## src/rtl/tcp_pkg.sv

```systemverilog
// Package for the text console with pointer.
// Geometry, operation and cell-update codes, and the structs shared between modules.
// No dependencies.
package tcp_pkg;

    localparam int COLUMNS = 80;
    localparam int ROWS    = 25;
    localparam int CELLS   = COLUMNS * ROWS;

    // field widths fixed by the item format
    localparam int COL_W  = 7;
    localparam int ROW_W  = 5;
    localparam int ADDR_W = 11;
    localparam int CELL_W = 16;

    // row * COLUMNS + col always fits here
    localparam int IDX_W   = ROW_W + COL_W;
    localparam int CELL_AW = $clog2(CELLS);
    localparam int CNT_W   = $clog2(CELLS + 1);

    localparam int HOME_COL = (40 < COLUMNS) ? 40 : COLUMNS - 1;
    localparam int HOME_ROW = (12 < ROWS) ? 12 : ROWS - 1;

    localparam logic [CELL_W-1:0] BLANK_CELL = 16'h0720;
    localparam logic [7:0]        CH_NULL    = 8'h00;
    localparam logic [7:0]        CH_NEWLINE = 8'h0A;
    localparam logic [7:0]        CH_SPACE   = 8'h20;

    localparam logic [2:0] OP_PUT_CHAR   = 3'd0;
    localparam logic [2:0] OP_PTR_ACT    = 3'd1;
    localparam logic [2:0] OP_PTR_MOVE   = 3'd2;
    localparam logic [2:0] OP_CELL_WRITE = 3'd3;
    localparam logic [2:0] OP_CELL_READ  = 3'd4;
    localparam logic [2:0] OP_CLEAR      = 3'd5;

    localparam logic [1:0] MODE_CHAR  = 2'd0;
    localparam logic [1:0] MODE_SWAP  = 2'd1;
    localparam logic [1:0] MODE_BLANK = 2'd2;

    typedef struct packed {
        logic [2:0]        opcode;
        logic [7:0]        char_code;
        logic signed [7:0] delta_x;
        logic signed [7:0] delta_y;
        logic [ADDR_W-1:0] cell_address;
        logic [CELL_W-1:0] cell_data;
    } t_in_item;

    typedef struct packed {
        logic [CELL_W-1:0] read_data;
        logic [COL_W-1:0]  text_col;
        logic [ROW_W-1:0]  text_row;
        logic [COL_W-1:0]  pointer_col;
        logic [ROW_W-1:0]  pointer_row;
        logic              pointer_on;
    } t_out_item;

    typedef struct packed {
        logic               en;
        logic [CELL_AW-1:0] addr;
    } t_rd_req;

    typedef struct packed {
        logic               en;
        logic [CELL_AW-1:0] addr;
        logic [CELL_W-1:0]  data;
    } t_wr_req;

    typedef struct packed {
        logic [1:0] mode;
        logic [7:0] ch;
    } t_cell_op;

endpackage

```

## src/rtl/tcp_cell_unit.sv

```systemverilog
// Shared cell update unit: new character, attribute nibble swap or blank.
// Depends on tcp_pkg.
module tcp_cell_unit
    import tcp_pkg::*;
(
    input  logic [CELL_W-1:0] i_word,
    input  t_cell_op          i_op,
    output logic [CELL_W-1:0] o_word
);
    always_comb begin
        case (i_op.mode)
            MODE_CHAR:  o_word = {i_word[15:8], i_op.ch};
            MODE_SWAP:  o_word = {i_word[11:8], i_word[15:12], i_word[7:0]};
            MODE_BLANK: o_word = {i_word[15:8], CH_SPACE};
            default:    o_word = i_word;
        endcase
    end
endmodule

```

## config.mk

```make
export PLATFORM = sky130hd
export DESIGN_NAME = tcp_cell_unit
export DESIGN_NICKNAME = d
export VERILOG_FILES = /design/src/rtl/tcp_pkg.sv /design/src/rtl/tcp_cell_unit.sv
export SDC_FILE = /design/constraint.sdc
export NUM_CORES = 1
export LEC_CHECK = 0
export ABC_AREA = 1
export BUFFER_PORTS_ARGS = -buffer_cell sky130_fd_sc_hd__buf_2
export CORE_AREA = 5 5 42 44
export DETAILED_ROUTE_END_ITERATION = 16
export DIE_AREA = 0 0 47 49
export PLACE_DENSITY_LB_ADDON = 0.3
export SYNTH_ARGS = -nofsm -noshare
export SYNTH_HDL_FRONTEND = slang
export SYNTH_SLANG_ARGS = --single-unit
```

## constraint.sdc

```tcl
create_clock -name vclk -period 1.3
set_clock_uncertainty 0.2 [all_clocks]
set_input_delay 0.065 -clock vclk [all_inputs]
set_output_delay 0.065 -clock vclk [all_outputs]
set_load 0.02 [all_outputs]
```

==> summary.md <==
| Metric | Value |
|---|---|
| Power, Total | `0.000190 W` |
| Count of flip-flops and latches | `0` |
| Ys Warns | `0` |
| Initial DRC count | `5` |
| Least-Margin Pin Slew | `0.358 ns` |
| Pre-CTS WS | `0.242 ns` |
| Wire length per cell | `8.55 µm` |
| RD Place Congestion | `0.635` |
| Starting Density | `17.7%` |
| Fin worst setup slack | `0.248 ns` |
| Die Area | `0.00230 mm²` |
| Reg area | `0 µm²` |
| Postcts setup bufs | `0` |
| Final WL | `940 µm` |
| DRC | `0` |
| Most common cell after layout, fill and taps aside | `buf_2` |
| Post-synthesis sequential area ratio | `0%` |
| Vias in the first global route | `354` |
| Worst endpoint required time | `1.03 ns` |
| Status | `finished clean` |
| Vias | `453` |
| Initial antenna violation count | `0` |
| Crit path max fanout | `18` |
| First-pass GRT wire length | `1330 µm` |
| Layout cells sized above 1 | `47.9%` |
| Detail Route met3 WL | `151 µm` |
| Crit path launch type | `input pin` |
| IO Port Bufs | `42` |
| Hold Path Class | `input pin to primary output` |
| DIE HEIGHT | `49 µm` |
| DR top layer | `met3` |
| IO Pins | `42` |
| Drt pass-1 iters | `4` |
| Final period util | `81.0%` |
| Core area | `0.00140 mm²` |
| Mapped cell area | `248 µm²` |
| Final ANT Viol Nets | `0` |
| Sum Neg Setup Slack | `0 ns` |
| Net Count, Synth | `80` |
| Slew Limit Fails | `0` |
| Rel. slew slack | `76.1%` |
| Met2 wire length | `425 µm` |
| Most frequent cells in the layout | `buf_2 (42), nand2_1 (37), nand3_1 (8)` |
| Unique masters post-synth | `10` |
| Largest net degree at the start of global routing | `19` |
| Syn Area/Cell | `4.59 µm²` |
| Leak pwr | `0.326 nW` |
| Setup Crit Path Kind | `input pin to primary output` |
| Worst VDD drop | `0.000142 V` |
| Remaining global-route overflow | `0` |
| Hold Buf Count CTS | `0` |
| Crit path DAT | `0.79 ns` |
| Cell Pwr Density | `421 mW/mm²` |
| ANT cells | `0` |
| Fin nets | `122` |
| DIE WIDTH | `47 µm` |
| Wl on met1 | `363 µm` |
| Final hold vios | `0` |
| Rows | `14` |
| Post-Synthesis Cells | `54` |
| MaxCap Viol Count | `0` |
| GRT Overall Usage | `7.02%` |
| Clkbuf count | `0` |
| Area Overhead vs Synth | `82.3%` |
| Post-CTS sizing | `0` |
| Max Freq | `950 MHz` |
| Hold WS | `0.236 ns` |
| Routed vias/inst | `4.12` |
| Post-layout min period | `1.05 ns` |
| Worst setup EP type | `primary output` |
| Unrepaired setup endpoints after global routing | `false` |
| Count of final setup violators | `0` |
-- stage by stage --
| stage | cell area (µm²) | util, % | std cells |
|---|---|---|---|
| 2_1_floorplan | 248 | - | 54 |
| 3_3_place_gp | 452 | 32.2 | 110 |
| 3_5_place_dp | 452 | 32.2 | 110 |
| 4_1_cts | 452 | 32.2 | 110 |
| 5_1_grt | 452 | 32.2 | 110 |
| 6_report | 452 | 32.2 | 110 |
-- Yosys cell counts --
master    n  area, µm²
nor2_1    1       3.75
nand2_4   1       11.3
nand2_1  37        139
a21oi_1   1       5.00
buf_8     1       15.0
nor2_4    1       11.3
inv_1     2       7.51
nand3_1   8       40.0
buf_6     1       11.3
inv_2     1       3.75
-- per-layer routing --
metal	vias up	GRT usage (%)
met1	180	9.13
met3	0	0.369
met2	26	12.9
li1	247	-
met4	0	0
met5	-	0
-- cell type report --
class	count	area [µm²]
fill	179	950
inverter	3	11.3
multi-input combinational	49	210
tap	16	20.0
timing repair buffer	42	210
-- cells by family after synthesis --
| group | Yosys count | synth area share [%] |
|---|---|---|
| AOI/OAI and AO/OA | 1 | 2.02 |
| and+or+nand+nor | 48 | 82.8 |
| buffers and inverters | 5 | 15.1 |
-- report_power, final --
| group | switching, W | internal (W) | leakage [nW] |
|---|---|---|---|
| clock | 0 | 0 | 0 |
| sequential | 0 | 0 | 0 |
| combinational | 0.000116 | 0.0000739 | 0.326 |
| total | 0.000116 | 0.0000739 | 0.326 |
-- critical path, stage by stage --
cell	delay [ns]
buf_2	0.22
nor2_4	0.21
nand2_1	0.07
nand2_1	0.06
buf_2	0.16
-- worst paths after layout --
| kind | cells after the start | slack, ns | to | start |
|---|---|---|---|---|
| setup / recovery | 5 | 0.25 | o_word[2] | i_op[8] |
| hold / removal | 4 | 0.24 | o_word[3] | i_op[3] |
No activity file was read; power rests on OpenSTA's default activity.
