`src/rtl/tcp_pkg.sv`:
```
// Package for the text console with pointer.
// Geometry, operation and cell-update codes, and the structs shared between modules.
// No dependencies.
package tcp_pkg;

    localparam int COLUMNS = 80;
    localparam int ROWS    = 25;
    localparam int CELLS   = COLUMNS * ROWS;

    // field widths fixed by the item format
    localparam int COL_W  = 7;
    localparam int ROW_W  = 5;
    localparam int ADDR_W = 11;
    localparam int CELL_W = 16;

    // row * COLUMNS + col always fits here
    localparam int IDX_W   = ROW_W + COL_W;
    localparam int CELL_AW = $clog2(CELLS);
    localparam int CNT_W   = $clog2(CELLS + 1);

    localparam int HOME_COL = (40 < COLUMNS) ? 40 : COLUMNS - 1;
    localparam int HOME_ROW = (12 < ROWS) ? 12 : ROWS - 1;

    localparam logic [CELL_W-1:0] BLANK_CELL = 16'h0720;
    localparam logic [7:0]        CH_NULL    = 8'h00;
    localparam logic [7:0]        CH_NEWLINE = 8'h0A;
    localparam logic [7:0]        CH_SPACE   = 8'h20;

    localparam logic [2:0] OP_PUT_CHAR   = 3'd0;
    localparam logic [2:0] OP_PTR_ACT    = 3'd1;
    localparam logic [2:0] OP_PTR_MOVE   = 3'd2;
    localparam logic [2:0] OP_CELL_WRITE = 3'd3;
    localparam logic [2:0] OP_CELL_READ  = 3'd4;
    localparam logic [2:0] OP_CLEAR      = 3'd5;

    localparam logic [1:0] MODE_CHAR  = 2'd0;
    localparam logic [1:0] MODE_SWAP  = 2'd1;
    localparam logic [1:0] MODE_BLANK = 2'd2;

    typedef struct packed {
        logic [2:0]        opcode;
        logic [7:0]        char_code;
        logic signed [7:0] delta_x;
        logic signed [7:0] delta_y;
        logic [ADDR_W-1:0] cell_address;
        logic [CELL_W-1:0] cell_data;
    } t_in_item;

    typedef struct packed {
        logic [CELL_W-1:0] read_data;
        logic [COL_W-1:0]  text_col;
        logic [ROW_W-1:0]  text_row;
        logic [COL_W-1:0]  pointer_col;
        logic [ROW_W-1:0]  pointer_row;
        logic              pointer_on;
    } t_out_item;

    typedef struct packed {
        logic               en;
        logic [CELL_AW-1:0] addr;
    } t_rd_req;

    typedef struct packed {
        logic               en;
        logic [CELL_AW-1:0] addr;
        logic [CELL_W-1:0]  data;
    } t_wr_req;

    typedef struct packed {
        logic [1:0] mode;
        logic [7:0] ch;
    } t_cell_op;

endpackage

```
`src/rtl/tcp_ctrl.sv`:
```
// Sequencer of the text console: dispatch, read-modify-write of cells, memory sweeps,
// cursor and pointer state, and the result register. Depends on tcp_pkg.
module tcp_ctrl
    import tcp_pkg::*;
(
    input  logic              i_clk,
    input  logic              i_rst_n,
    input  logic              i_valid,
    input  t_in_item          i_item,
    output logic              o_ready,
    input  logic              i_res_ready,
    output logic              o_res_valid,
    output t_out_item         o_res,
    output t_rd_req           o_rd,
    output t_wr_req           o_wr,
    input  logic [CELL_W-1:0] i_rdata,
    output t_cell_op          o_cell_op,
    input  logic [CELL_W-1:0] i_cell_new
);
    localparam logic [2:0] S_INIT     = 3'd0;
    localparam logic [2:0] S_IDLE     = 3'd1;
    localparam logic [2:0] S_RMW_RD   = 3'd2;
    localparam logic [2:0] S_RMW_WR   = 3'd3;
    localparam logic [2:0] S_READ_CAP = 3'd4;
    localparam logic [2:0] S_SWEEP    = 3'd5;
    localparam logic [2:0] S_DONE     = 3'd6;

    logic [2:0]         r_state, n_state;
    logic [CNT_W-1:0]   r_cnt, n_cnt;
    logic [CELL_AW-1:0] r_wr_addr, n_wr_addr;
    logic               r_wr_pend, n_wr_pend;
    logic [CELL_AW-1:0] r_addr, n_addr;
    logic [1:0]         r_mode, n_mode;
    logic [7:0]         r_ch, n_ch;
    logic               r_second, n_second;
    logic               r_blank, n_blank;
    logic [COL_W-1:0]   r_cur_col, n_cur_col;
    logic [ROW_W-1:0]   r_cur_row, n_cur_row;
    logic [COL_W-1:0]   r_ms_col, n_ms_col;
    logic [ROW_W-1:0]   r_ms_row, n_ms_row;
    logic               r_ms_on, n_ms_on;
    logic [CELL_W-1:0]  r_rd, n_rd;
    logic               r_res_valid, n_res_valid;
    t_out_item          r_res, n_res;

    logic [COL_W:0]     nc;
    logic [ROW_W:0]     nr;
    logic               addr_ok;

    // shared cell index: row * COLUMNS + col
    logic [ROW_W-1:0]   ix_row;
    logic [COL_W-1:0]   ix_col;
    logic [IDX_W-1:0]   ix_full;
    logic [CELL_AW-1:0] ix_cell;

    function automatic logic [7:0] f_step(input logic [7:0] pos, input logic [7:0] d,
                                          input logic sub, input int unsigned limit);
        logic [7:0] s;
        s = sub ? (pos - d) : (pos + d);
        if (s[7]) begin
            f_step = '0;
        end else if (32'(s) >= limit) begin
            f_step = 8'(limit - 1);
        end else begin
            f_step = s;
        end
    endfunction

    always_comb begin
        if (r_state == S_IDLE && i_item.opcode == OP_PUT_CHAR) begin
            ix_row = r_cur_row;
            ix_col = r_cur_col;
        end else if (r_state == S_IDLE && i_item.opcode == OP_PTR_ACT) begin
            ix_row = ROW_W'(HOME_ROW);
            ix_col = COL_W'(HOME_COL);
        end else begin
            ix_row = r_ms_row;
            ix_col = r_ms_col;
        end
        ix_full = IDX_W'(ix_row) * IDX_W'(COLUMNS) + IDX_W'(ix_col);
        ix_cell = (ix_full < IDX_W'(CELLS)) ? ix_full[CELL_AW-1:0] : '0;
    end

    assign addr_ok = IDX_W'(i_item.cell_address) < IDX_W'(CELLS);

    always_comb begin
        n_state     = r_state;
        n_cnt       = r_cnt;
        n_wr_addr   = r_wr_addr;
        n_wr_pend   = r_wr_pend;
        n_addr      = r_addr;
        n_mode      = r_mode;
        n_ch        = r_ch;
        n_second    = r_second;
        n_blank     = r_blank;
        n_cur_col   = r_cur_col;
        n_cur_row   = r_cur_row;
        n_ms_col    = r_ms_col;
        n_ms_row    = r_ms_row;
        n_ms_on     = r_ms_on;
        n_rd        = r_rd;
        n_res_valid = r_res_valid;
        n_res       = r_res;
        nc          = {1'b0, r_cur_col};
        nr          = {1'b0, r_cur_row};
        o_rd        = '0;
        o_wr        = '0;

        if (r_res_valid && i_res_ready) begin
            n_res_valid = 1'b0;
        end

        case (r_state)
            S_INIT: begin
                o_wr.en   = 1'b1;
                o_wr.addr = CELL_AW'(r_cnt);
                o_wr.data = BLANK_CELL;
                if (r_cnt == CNT_W'(CELLS - 1)) begin
                    n_cnt   = '0;
                    n_state = S_IDLE;
                end else begin
                    n_cnt = r_cnt + CNT_W'(1);
                end
            end
            S_IDLE: begin
                if (i_valid) begin
                    n_rd     = '0;
                    n_second = 1'b0;
                    n_blank  = 1'b0;
                    n_state  = S_DONE;
                    case (i_item.opcode)
                        OP_PUT_CHAR: begin
                            if (i_item.char_code != CH_NULL) begin
                                if (i_item.char_code == CH_NEWLINE) begin
                                    nc = '0;
                                    nr = nr + (ROW_W+1)'(1);
                                end else begin
                                    nc = nc + (COL_W+1)'(1);
                                end
                                if (nc >= (COL_W+1)'(COLUMNS)) begin
                                    nc = '0;
                                    nr = nr + (ROW_W+1)'(1);
                                end
                                if (nr >= (ROW_W+1)'(ROWS)) begin
                                    n_blank = 1'b1;
                                    nc      = '0;
                                    nr      = '0;
                                end
                                n_cur_col = nc[COL_W-1:0];
                                n_cur_row = nr[ROW_W-1:0];
                                n_addr    = ix_cell;
                                n_mode    = MODE_CHAR;
                                n_ch      = i_item.char_code;
                                if (i_item.char_code != CH_NEWLINE) begin
                                    n_state = S_RMW_RD;
                                end else if (n_blank) begin
                                    n_blank   = 1'b0;
                                    n_cnt     = '0;
                                    n_wr_pend = 1'b0;
                                    n_state   = S_SWEEP;
                                end
                            end
                        end
                        OP_PTR_ACT: begin
                            n_ms_col = COL_W'(HOME_COL);
                            n_ms_row = ROW_W'(HOME_ROW);
                            n_ms_on  = 1'b1;
                            n_addr   = ix_cell;
                            n_mode   = MODE_SWAP;
                            n_state  = S_RMW_RD;
                        end
                        OP_PTR_MOVE: begin
                            // old cell first, new cell after the position update
                            n_ms_col = COL_W'(f_step(8'(r_ms_col), i_item.delta_x, 1'b0,
                                                     COLUMNS));
                            n_ms_row = ROW_W'(f_step(8'(r_ms_row), i_item.delta_y, 1'b1,
                                                     ROWS));
                            n_addr   = ix_cell;
                            n_mode   = MODE_SWAP;
                            n_second = r_ms_on;
                            if (r_ms_on) begin
                                n_state = S_RMW_RD;
                            end
                        end
                        OP_CELL_WRITE: begin
                            o_wr.en   = addr_ok;
                            o_wr.addr = CELL_AW'(i_item.cell_address);
                            o_wr.data = i_item.cell_data;
                        end
                        OP_CELL_READ: begin
                            if (addr_ok) begin
                                o_rd.en   = 1'b1;
                                o_rd.addr = CELL_AW'(i_item.cell_address);
                                n_state   = S_READ_CAP;
                            end
                        end
                        OP_CLEAR: begin
                            n_cnt     = '0;
                            n_wr_pend = 1'b0;
                            n_state   = S_SWEEP;
                        end
                        default: begin
                        end
                    endcase
                end
            end
            S_RMW_RD: begin
                o_rd.en   = 1'b1;
                o_rd.addr = r_addr;
                n_state   = S_RMW_WR;
            end
            S_RMW_WR: begin
                o_wr.en   = 1'b1;
                o_wr.addr = r_addr;
                o_wr.data = i_cell_new;
                if (r_second) begin
                    n_second = 1'b0;
                    n_addr   = ix_cell;
                    n_state  = S_RMW_RD;
                end else if (r_blank) begin
                    n_blank   = 1'b0;
                    n_cnt     = '0;
                    n_wr_pend = 1'b0;
                    n_state   = S_SWEEP;
                end else begin
                    n_state = S_DONE;
                end
            end
            S_READ_CAP: begin
                n_rd    = i_rdata;
                n_state = S_DONE;
            end
            S_SWEEP: begin
                // read cell n while writing back cell n-1
                o_rd.en   = r_cnt < CNT_W'(CELLS);
                o_rd.addr = CELL_AW'(r_cnt);
                o_wr.en   = r_wr_pend;
                o_wr.addr = r_wr_addr;
                o_wr.data = i_cell_new;
                n_wr_addr = CELL_AW'(r_cnt);
                n_wr_pend = r_cnt < CNT_W'(CELLS);
                if (r_cnt == CNT_W'(CELLS)) begin
                    n_state = S_DONE;
                end else begin
                    n_cnt = r_cnt + CNT_W'(1);
                end
            end
            S_DONE: begin
                if (!r_res_valid || i_res_ready) begin
                    n_res_valid       = 1'b1;
                    n_res.read_data   = r_rd;
                    n_res.text_col    = r_cur_col;
                    n_res.text_row    = r_cur_row;
                    n_res.pointer_col = r_ms_col;
                    n_res.pointer_row = r_ms_row;
                    n_res.pointer_on  = r_ms_on;
                    n_state           = S_IDLE;
                end
            end
            default: begin
                n_state = S_IDLE;
            end
        endcase
    end

    assign o_cell_op.mode = (r_state == S_SWEEP) ? MODE_BLANK : r_mode;
    assign o_cell_op.ch   = r_ch;
    assign o_ready        = (r_state == S_IDLE);
    assign o_res_valid    = r_res_valid;
    assign o_res          = r_res;

    always_ff @(posedge i_clk) begin
        if (!i_rst_n) begin
            r_state     <= S_INIT;
            r_cnt       <= '0;
            r_wr_pend   <= 1'b0;
            r_second    <= 1'b0;
            r_blank     <= 1'b0;
            r_cur_col   <= '0;
            r_cur_row   <= '0;
            r_ms_col    <= COL_W'(HOME_COL);
            r_ms_row    <= ROW_W'(HOME_ROW);
            r_ms_on     <= 1'b0;
            r_res_valid <= 1'b0;
        end else begin
            r_state     <= n_state;
            r_cnt       <= n_cnt;
            r_wr_pend   <= n_wr_pend;
            r_second    <= n_second;
            r_blank     <= n_blank;
            r_cur_col   <= n_cur_col;
            r_cur_row   <= n_cur_row;
            r_ms_col    <= n_ms_col;
            r_ms_row    <= n_ms_row;
            r_ms_on     <= n_ms_on;
            r_res_valid <= n_res_valid;
        end
    end

    always_ff @(posedge i_clk) begin
        r_wr_addr <= n_wr_addr;
        r_addr    <= n_addr;
        r_mode    <= n_mode;
        r_ch      <= n_ch;
        r_rd      <= n_rd;
        r_res     <= n_res;
    end
endmodule

```
`config.mk`:
```
export PLATFORM = sky130hd
export DESIGN_NAME = tcp_ctrl
export DESIGN_NICKNAME = d
export VERILOG_FILES = /design/src/rtl/tcp_pkg.sv /design/src/rtl/tcp_ctrl.sv
export SDC_FILE = /design/constraint.sdc
export NUM_CORES = 1
export LEC_CHECK = 0
export BUFFER_PORTS_ARGS = -buffer_cell sky130_fd_sc_hd__buf_4
export CAP_MARGIN = 15
export CORE_MARGIN = 4
export CORE_UTILIZATION = 54
export CTS_CLUSTER_SIZE = 12
export DETAILED_ROUTE_END_ITERATION = 10
export PLACE_DENSITY_LB_ADDON = 0.3
export SYNTH_ARGS = -nofsm -noshare
export SYNTH_HDL_FRONTEND = slang
export SYNTH_SLANG_ARGS = --single-unit
```
`constraint.sdc`:
```
create_clock -name i_clk -period 5.46 [get_ports i_clk]
set_clock_uncertainty 0.05 [all_clocks]
set_input_delay 1.092 -clock i_clk [delete_from_list [all_inputs] [get_ports i_clk]]
set_output_delay 1.092 -clock i_clk [all_outputs]
set_load 0.005 [all_outputs]
```
==> flow_summary.toml, run 1 <==
[run_status]
status = "complete, no violations"

[die]
die_w_um = 125.1
rows = 42
core_area_um2 = 13350
die_h_um = 125.1
initial_core_util_pct = 55.48
die-area_um2 = 15650
ioPinCount = 183

[finish]
nets = 1020
fin_cells = 1089
final_core_util_pct = 70.82
layout-drive-gt1-share_pct = 27.05
antenna_cells = 0
area_delta_synth_final_pct = 27.64
final_common_cell = "buf_4"
final_cell_mix = "buf_4 (191), edfxtp_1 (88), nand2_1 (58)"

[worst_setup_path]
crit_buf_inv = 2
cp_slowest_cell = "fa_1"
crit_family = "compound AO/OA/AOI/OAI gates"
worstPathArrival_ns = 4.66
crit_chain = "nor2b_1 > nand2b_1 > or3_1 > a22oi_1 > inv_1 > ha_1 > inv_1 > fa_1 > xnor2_1 > a2111oi_0 > o21ai_0 > a21oi_1 > a221o_1 > nor3_1"
cp_max_fo = 11
cpMostUsedCell = "inv_1"
worstSetupStartpointType = "register"
critPathMaxStageDelay_ns = 0.59
path_class = "register to register"
r2r_slack_ns = 0.91
cp.required_ns = 5.57
endpoint_kind = "register"

[place]
post-place-ws_ns = 0.6909
place_hpwl_um = 15060
placed_cells = 1056
port_buffers = 182
routabilityCongestion = 0.9377

[clock_tree]
insertion_delay_ns = 0.42
cts.sinks = 131
cts-buffers-inserted = 17
cts_buffer_depth = 2
cts_setup_buffers = 0
tritoncts = "built"
cts.repair.resized = 0
clkTransAtPathRegs_ns = 0.06
htreeDepth = 4
cts_root_buf = "clkbuf_16"
cts_hold_buf = 0

[yosys]
synth.net_count = 857
postSynthCellCount = 737
synth_area_um2 = 7406
ys_seq_area_share_pct = 47.31
synth_cell_types = 76
synth_largest_area_cell = "edfxtp_1"
synth_seq_cells = 131
avgSynthCellArea_um2 = 10.05
synthArstFlopShare_pct = 0
synth_warnings = 0
yosys.area.top_type_share_pct = 35.68
netlist_top_cells_area = "edfxtp_1 (36%), dfxtp_1 (12%), ha_1 (4.4%), nand2_1 (2.9%), nor2_1 (2.9%)"
ys.flop_type = "edfxtp_1"
synth-edff-count = 88

[global_route]
antenna_found_initial = 0
grt_max_degree = 42
grt_pass1_vias = 6432
grtUsageTotal_pct = 26.26
grt_pass1_wl_um = 33350
grt_remaining_overflow = 0

[pwr]
swShare_pct = 23.95
peakVddDrop_v = 0.0002089
p_seq_share_pct = 45.4
intPower_w = 0.001767
leakagePower_nw = 3.816
power.share.clock_pct = 49.1
power_density_nw_per_um2 = 245.8
combPwrFrac_pct = 5.6
switchingPower_w = 0.0005566

[route]
drtPass1Iterations = 6
drc = 0
dr_total_vias = 6710
routedWlPerCell_um = 18.96
drt_iter0_drc = 784
routed_wirelength_um = 20650
ant_nets = 0
avgViaCountPerCell = 6.162

[timing]
worstMarginPinSlew_ns = 1.081
finalWorstSetupSlack_ns = 0.9101
fin_setup_tns_ns = 0
final.min_clock_period_ns = 4.550
setup_viol = 0
rsz0062_at_grt = "false"
fmax_mhz = 219.8
slew_viol_final = 0
relSlewSlack_pct = 27.39
finalHoldViolations = 0
min_period_over_period_pct = 83.33

[worst_hold_path]
min_path_type = "register to register"

[flow_run]
maxCapViolCount = 0
## logic make-up (layout without fill, tap and decap cells)
kind of cell / Yosys count / after routing / synth area share [%]
AOI/OAI and AO/OA: 211 / 211 / 21.27
DFF: 131 / 131 / 47.31
muxes: 4 / 4 / 0.5575
and+or+nand+nor: 250 / 250 / 17.60
adders and majority gates: 30 / 30 / 5.474
xor gates and xnor gates: 23 / 23 / 2.720
buffers and inverters: 88 / 264 / 5.068
## through the flow
step	hold WS, ns	area, um2	total power, W
3_5_place_dp	0.3545	8847	0.001203
3_3_place_gp	0.3518	8847	0.001199
5_1_grt	0.3741	9453	0.002401
4_1_cts	0.3686	9433	0.002341
6_report	0.3673	9453	0.002324
2_1_floorplan	0.3503	7406	0.001130
## power groups by stage
stage	Clock, W	Combinational (W)	Sequential [W]
2_1_floorplan	0	0.0000565	0.00107
3_3_place_gp	0	0.000124	0.00108
3_5_place_dp	0	0.000128	0.00108
4_1_cts	0.00116	0.000128	0.00105
5_1_grt	0.00120	0.000142	0.00105
6_report	0.00114	0.000129	0.00105
## sequential cells by signal, summed over array words and instances (netlist names), 7 cells and up
signal / count
o_res: 41
r_addr: 11
r_ch: 8
r_cnt: 11
r_cur_col: 7
r_ms_col: 7
r_rd: 16
r_wr_addr: 11
## synthesized netlist by cell type (4+ instances only)
master,number
clkbuf_1,40
or4_1,6
xnor2_1,19
a22oi_1,19
nand4_1,9
ha_1,26
o211ai_1,4
nand2_1,58
a21o_1,7
a221o_1,17
xor2_1,4
nor3_1,15
o21ai_0,26
or3_1,7
nor4_1,6
a22o_1,16
nand3_1,23
edfxtp_1,88
nand3b_1,4
nand2b_1,11
fa_1,4
dfxtp_1,43
nor2b_1,11
a221oi_1,5
a31oi_1,11
o21a_1,9
nor2_1,57
inv_1,40
a21oi_1,38
and3_1,5
and2_1,21
a222oi_1,10
a211oi_1,5
## final cells by class
class	count	area, um2
Multi-Input combinational cell	518	3540
Sequential cell	131	3503
Clock inverter	15	160.2
Clock buffer	17	425.4
Inverter	40	150.1
Tap cell	176	220.2
Timing Repair Buffer	192	1454
Fill cell	988	3895
## per-layer routing
metal | GRT usage, % | part of all wire [%]
met3 | 6.951 | 9.1
met4 | 9.247 | 2.3
met2 | 43.63 | 48
met1 | 33.31 | 41
met5 | 0 | 0
## final timing paths
kind,from,to,cells after the start
hold reg to reg,r_rd[3]$_SDFFCE_PN0P_,o_res[28]$_DFFE_PP_,0
setup reg to reg,r_state[0]$_SDFFE_PN0P_,r_addr[10]$_SDFFCE_PP0P_,14
setup / recovery,r_state[0]$_SDFFE_PN0P_,r_addr[10]$_SDFFCE_PP0P_,14
hold / removal,r_rd[3]$_SDFFCE_PN0P_,o_res[28]$_DFFE_PP_,0
Power figures use the tool's default switching activity.
==> inputs of run 2 (changes only) <==
ABC_AREA = 1   (was unset)
CORE_UTILIZATION = 55   (was 54)
clock period = 4.3 ns   (was 5.46 ns; I/O delays follow)
==> run 2 against run 1 <==
Compared with the run above:
- critical endpoint is now r_addr[8]$_SDFFCE_PP0P_
- worst hold slack got worse by 0.0049 ns
- non-clock buffer count unchanged
- clock-buffer cell count did not move
- highest routed layer unchanged
- critical path depth is 4 higher
==> flow_summary.toml, run 2 <==
[worst_setup_path]
cp_max_fo = 9
endpoint_kind = "register"
cp.required_ns = 4.42
path_class = "primary input to register"
worstSetupStartpointType = "primary input"
worstPathArrival_ns = 3.95

[finish]
ff_latch_area_um2 = 3503
final_cell_mix = "buf_4 (192), nand2_1 (188), inv_1 (107)"
area_delta_synth_final_pct = 27.83
layout-drive-gt1-share_pct = 26.64
largest_register_ffs = 41
antenna_cells = 0
final_common_cell = "buf_4"
nFillCells = 1043
multi_input_area_um2 = 3562
nets = 1188
final_core_util_pct = 72.90
stdcell_area_um2 = 9769

[die]
die_h_um = 125.9
ioPinCount = 183
rows = 42
initial_core_util_pct = 57.03
core_area_um2 = 13400
die_w_um = 125.9
die-area_um2 = 15840

[yosys]
synth_seq_cells = 131
synthArstFlopShare_pct = 0
ys.flop_type = "edfxtp_1"
synth_common_cells = "nand2_1 (188), inv_1 (108), edfxtp_1 (88), nor2_1 (85), a21oi_1 (46)"
avgSynthCellArea_um2 = 8.635
synth_cell_types = 55
synth_warnings = 0
postSynthCellCount = 885
synth_area_um2 = 7642
ys_seq_area_share_pct = 45.84
synth-edff-count = 88
synth_largest_area_cell = "edfxtp_1"
yosys.area.top_type_share_pct = 34.58
synth.net_count = 1005
synth_most_common_cell = "nand2_1"
netlist_top_cells_area = "edfxtp_1 (35%), dfxtp_1 (11%), nand2_1 (9.2%), inv_1 (5.3%), ha_1 (4.3%)"

[timing]
final.min_clock_period_ns = 3.832
finalWorstSetupSlack_ns = 0.4678
finalHoldViolations = 0
min_period_over_period_pct = 89.12
rsz0062_at_grt = "false"
relSlewSlack_pct = 31.56
worstMarginPinSlew_ns = 1.027
fmax_mhz = 260.9
slew_viol_final = 0
fin_setup_tns_ns = 0
setup_viol = 0

[route]
routedWlPerCell_um = 16.17
ant_nets = 0
dr_total_vias = 7032
drtPass1Iterations = 6
routed_wirelength_um = 20330
avgViaCountPerCell = 5.594
drt_iter0_drc = 639
drc = 0

[place]
post-place-ws_ns = 0.1430
routabilityCongestion = 0.9638
place_hpwl_um = 15100
post_dp_cell_area_um2 = 9163
port_buffers = 182

[clock_tree]
insertion_delay_ns = 0.42
cts-buffers-inserted = 17
cts_buffer_depth = 2
cts_root_buf = "clkbuf_16"
tritoncts = "built"
htreeDepth = 4
cts.repair.resized = 0
cts_hold_buf = 0
cts.sinks = 131
clkTransAtPathRegs_ns = 0.06
cts_setup_buffers = 0

[global_route]
antenna_found_initial = 0
grt_pass1_vias = 6877
grtUsageTotal_pct = 25.83
grt_pass1_wl_um = 33370
grt_remaining_overflow = 0
grt_max_degree = 42

[run_status]
status = "complete, no violations"

[flow_run]
maxCapViolCount = 0

[pwr]
leakagePower_nw = 4.305
p_total_w = 0.003549
peakVddDrop_v = 0.0003885
power_density_nw_per_um2 = 363.3

[worst_hold_path]
min_path_type = "register to register"
run 2: cell types whose count changed after synthesis, sizes merged, moves of 15 or more:
cell    delta
a21oi     +18
nand2    +152
inv       +72
xor2      +16
nand4     +15
nand3     +22
clkbuf    -24
and2      -21
nor2      +39
run 2: cell families (layout without fill, tap and decap cells):
group,Yosys count,count (layout),synth area share (%)
compound gates,152,152,12.98
xor+xnor,29,29,3.422
fa+ha+maj,30,30,5.305
buf+inv,144,340,7.678
flops,131,131,45.84
simple gates,399,399,24.77
run 2: through the flow:
step / hold WS (ns) / cells
after CTS: 0.3688 / 1257
after floorplan: 0.3503 / 885
after detailed placement: 0.3545 / 1225
after global routing: 0.3717 / 1257
after global placement: 0.3507 / 1225
final: 0.3625 / 1257
run 2: cell type report:
cell class	instances	share of cell area [%]
clock inverter	15	1.857
multi-input combinational	610	36.46
tap	176	2.254
clock buffer	17	4.355
timing repair buffer	192	14.75
sequential	131	35.86
inverter	116	4.457
run 2: critical path: stages:
cell      delay (ns)
buf_4           0.12
inv_1           0.08
nand2_1         0.11
nor2_1          0.20
nand2_2         0.17
inv_1           0.13
nand2_1         0.08
nand2_1         0.16
ha_1            0.26
ha_1            0.22
inv_1           0.07
fa_1            0.47
xor2_1          0.21
nor4_1          0.24
nand2_1         0.08
o221ai_1        0.24
buf_4           0.19
nor2_1          0.05
run 2: final timing paths:
kind                                               from                       to  slack (ns)  cells past startpoint
worst max-delay path                         i_item[53]  r_addr[8]$_SDFFCE_PP0P_        0.47                     18
worst min-delay path              r_rd[4]$_SDFFCE_PN0P_      o_res[29]$_DFFE_PP_        0.36                      0
worst max register to register  r_state[0]$_SDFFE_PN0P_  r_addr[8]$_SDFFCE_PP0P_        0.49                     15
worst min register to register    r_rd[4]$_SDFFCE_PN0P_      o_res[29]$_DFFE_PP_        0.36                      0
run 2: where the power goes:
group          leakage, nW  switching (W)  internal, W
combinational         2.88       0.000373     0.000246
clock                0.284       0.000567     0.000916
sequential            1.14      0.0000459      0.00140
run 2: layer usage:
layer / share of wire [%] / vias to the layer above / global-route usage (%)
li1: - / 3374 / -
met1: 40 / 3298 / 31.69
met2: 49 / 319 / 44.87
met3: 8.2 / 41 / 5.504
met4: 2.3 / 0 / 9.716
met5: 0 / - / 0
==> inputs of run 3 (changes only) <==
SETUP_SLACK_MARGIN = 0.5   (was unset)
==> run 3 against run 2 <==
Compared with the run above:
- highest routed layer unchanged
- critical path type is now register to register
- design area is 0.76% higher
- non-clock buffer count is 9 higher
- largest power group is now sequential cells
- first-iteration DRC count is 0.78% higher
- core utilization is 0.55 points higher
- clock power is 9% lower
- critical endpoint unchanged
- global-route usage is 0.31 points lower
- combinational power is 8.4% higher
- sequential share of layout area is 0.26 points lower
- via count is 0.33% higher
==> flow_summary.toml, run 3 (synthesis gave the netlist of run 2 again) <==
[route]
dr_total_vias = 7055
routedWlPerCell_um = 16.18
drtPass1Iterations = 5
drc = 0
drt_iter0_drc = 644
routed_wirelength_um = 20490
avgViaCountPerCell = 5.573
ant_nets = 0

[worst_hold_path]
min_path_type = "register to register"
hold_depth = 0
min_from = "r_rd[5]$_SDFFCE_PN0P_"

[clock_tree]
insertion_delay_ns = 0.41
tritoncts = "built"
htreeDepth = 4
cts_root_buf = "clkbuf_16"
cts-buffers-inserted = 17
clkTransAtPathRegs_ns = 0.06
cts.sinks = 131
cts_hold_buf = 0
cts_buffer_depth = 2

[timing]
setup_viol = 0
relSlewSlack_pct = 35.25
slew_viol_final = 0
final.min_clock_period_ns = 3.676
finalHoldViolations = 0
min_period_over_period_pct = 85.49
rsz0062_at_grt = "true"
worstMarginPinSlew_ns = 0.9624
fmax_mhz = 272.0
fin_setup_tns_ns = 0

[worst_setup_path]
worstSetupEndpoint = "r_addr[8]$_SDFFCE_PP0P_"
cp_slowest_cell = "fa_1"
crit_start = "r_state[2]$_SDFFE_PN0P_"
worstSetupStartpointType = "register"
cp.required_ns = 4.41
r2r_end = "r_addr[8]$_SDFFCE_PP0P_"
r2r_cells = 16
endpoint_kind = "register"
crit_chain = "inv_2 > nand2_2 > nor2_4 > clkinvlp_4 > o21ai_1 > nand2_1 > ha_1 > ha_1 > inv_1 > fa_1 > xor2_1 > nor4_1 > nand2_1 > o221ai_2 > buf_4 > nor2_1"
path_class = "register to register"
worstPathArrival_ns = 3.79
cp_max_fo = 7
r2r-start = "r_state[2]$_SDFFE_PN0P_"
critPathMaxStageDelay_ns = 0.48
r2r_slack_ns = 0.62

[global_route]
grt_pass1_vias = 6651
antenna_found_initial = 0
grt_pass1_wl_um = 32920
grt_max_degree = 42
grtUsageTotal_pct = 25.52
grt_remaining_overflow = 0

[die]
initial_core_util_pct = 57.03
die-area_um2 = 15840
core_area_um2 = 13400
die_h_um = 125.9
ioPinCount = 183
rows = 42
die_w_um = 125.9

[pwr]
leakagePower_nw = 4.358
power_density_nw_per_um2 = 352.9
peakVddDrop_v = 0.0002661

[finish]
area_delta_synth_final_pct = 28.80
layout-drive-gt1-share_pct = 28.44
final_cell_mix = "buf_4 (201), nand2_1 (185), inv_1 (106)"
antenna_cells = 0
nets = 1197
largest_register_ffs = 41
final_core_util_pct = 73.45
final_common_cell = "buf_4"
fin_cells = 1266

[place]
place_hpwl_um = 15080
port_buffers = 182
routabilityCongestion = 0.9782
placed_cells = 1227

[flow_run]
maxCapViolCount = 0

[run_status]
status = "complete, no violations"
run 3: changes by cell type in the layout (fill, tap and decap cells not counted), sizes merged:
cell / before / now
buf: 192 / 201
bufinv: 3 / 1
clkbuf: 17 / 18
clkinv: 9 / 10
run 3: per-layer routing:
metal	global-route usage (%)	wire length (um)	part of all wire (%)
met5	0	0	0
met4	11.36	687	3.4
met3	5.927	1823	8.9
met2	41.76	9944	49
met1	32.48	8034	39
run 3: power by group:
part	total [W]	internal, W	switching [W]
clock network	0.00135	0.000800	0.000554
registers	0.00145	0.00140	0.0000467
logic	0.000670	0.000277	0.000394
total	0.00347	0.00248	0.000994
run 3: final cells by class:
class                      instances  area (um2)
clock buffer                      18       429.2
clock inverter                    14       128.9
fill                            1041        3557
inverter                         116       440.4
multi-input combinational        610        3611
sequential                       131        3505
tap                              176       220.2
timing repair buffer             201        1509
run 3: worst max-delay path, delay by kind of cell, from the launching register on:
kind / cells / cell delay [ns]
adders and majority gates: 3 / 1.04
and+or+nand+nor: 6 / 0.85
buffers and inverters: 4 / 0.58
AOI/OAI and AO/OA: 2 / 0.37
DFF: 1 / 0.33
xor gates and xnor gates: 1 / 0.21
run 3: metrics by stage:
| step | hold WS [ns] | worst slack (ns) | power, W | cell area (um2) |
|---|---|---|---|---|
| detailed placement | 0.3545 | 0.1148 | 0.002083 | 9178 |
| global placement | 0.3511 | 0.2431 | 0.002068 | 9178 |
| CTS | 0.3692 | 0.5308 | 0.003432 | 9737 |
| global route | 0.3716 | 0.4257 | 0.003628 | 9843 |
| finish | 0.3681 | 0.6240 | 0.003474 | 9843 |
| floorplan | 0.3503 | 0.5101 | 0.001854 | 7645 |
run 3: how the worst min path moves through the flow:
stage,end,slack [ns]
after floorplan,o_res[25]$_DFFE_PP_,0.35
after global placement,o_res[30]$_DFFE_PP_,0.35
after detailed placement,o_res[30]$_DFFE_PP_,0.35
after CTS,o_res[30]$_DFFE_PP_,0.37
after global routing,o_res[30]$_DFFE_PP_,0.37
final,o_res[30]$_DFFE_PP_,0.37
run 3: what timing repair did:
| action | CTS | global route |
|---|---|---|
| buffers inserted | 0 | 7 |
| endpoints found under the setup margin | 4 | 41 |
| pin swaps | 0 | 4 |
| resized for setup | 1 | 15 |
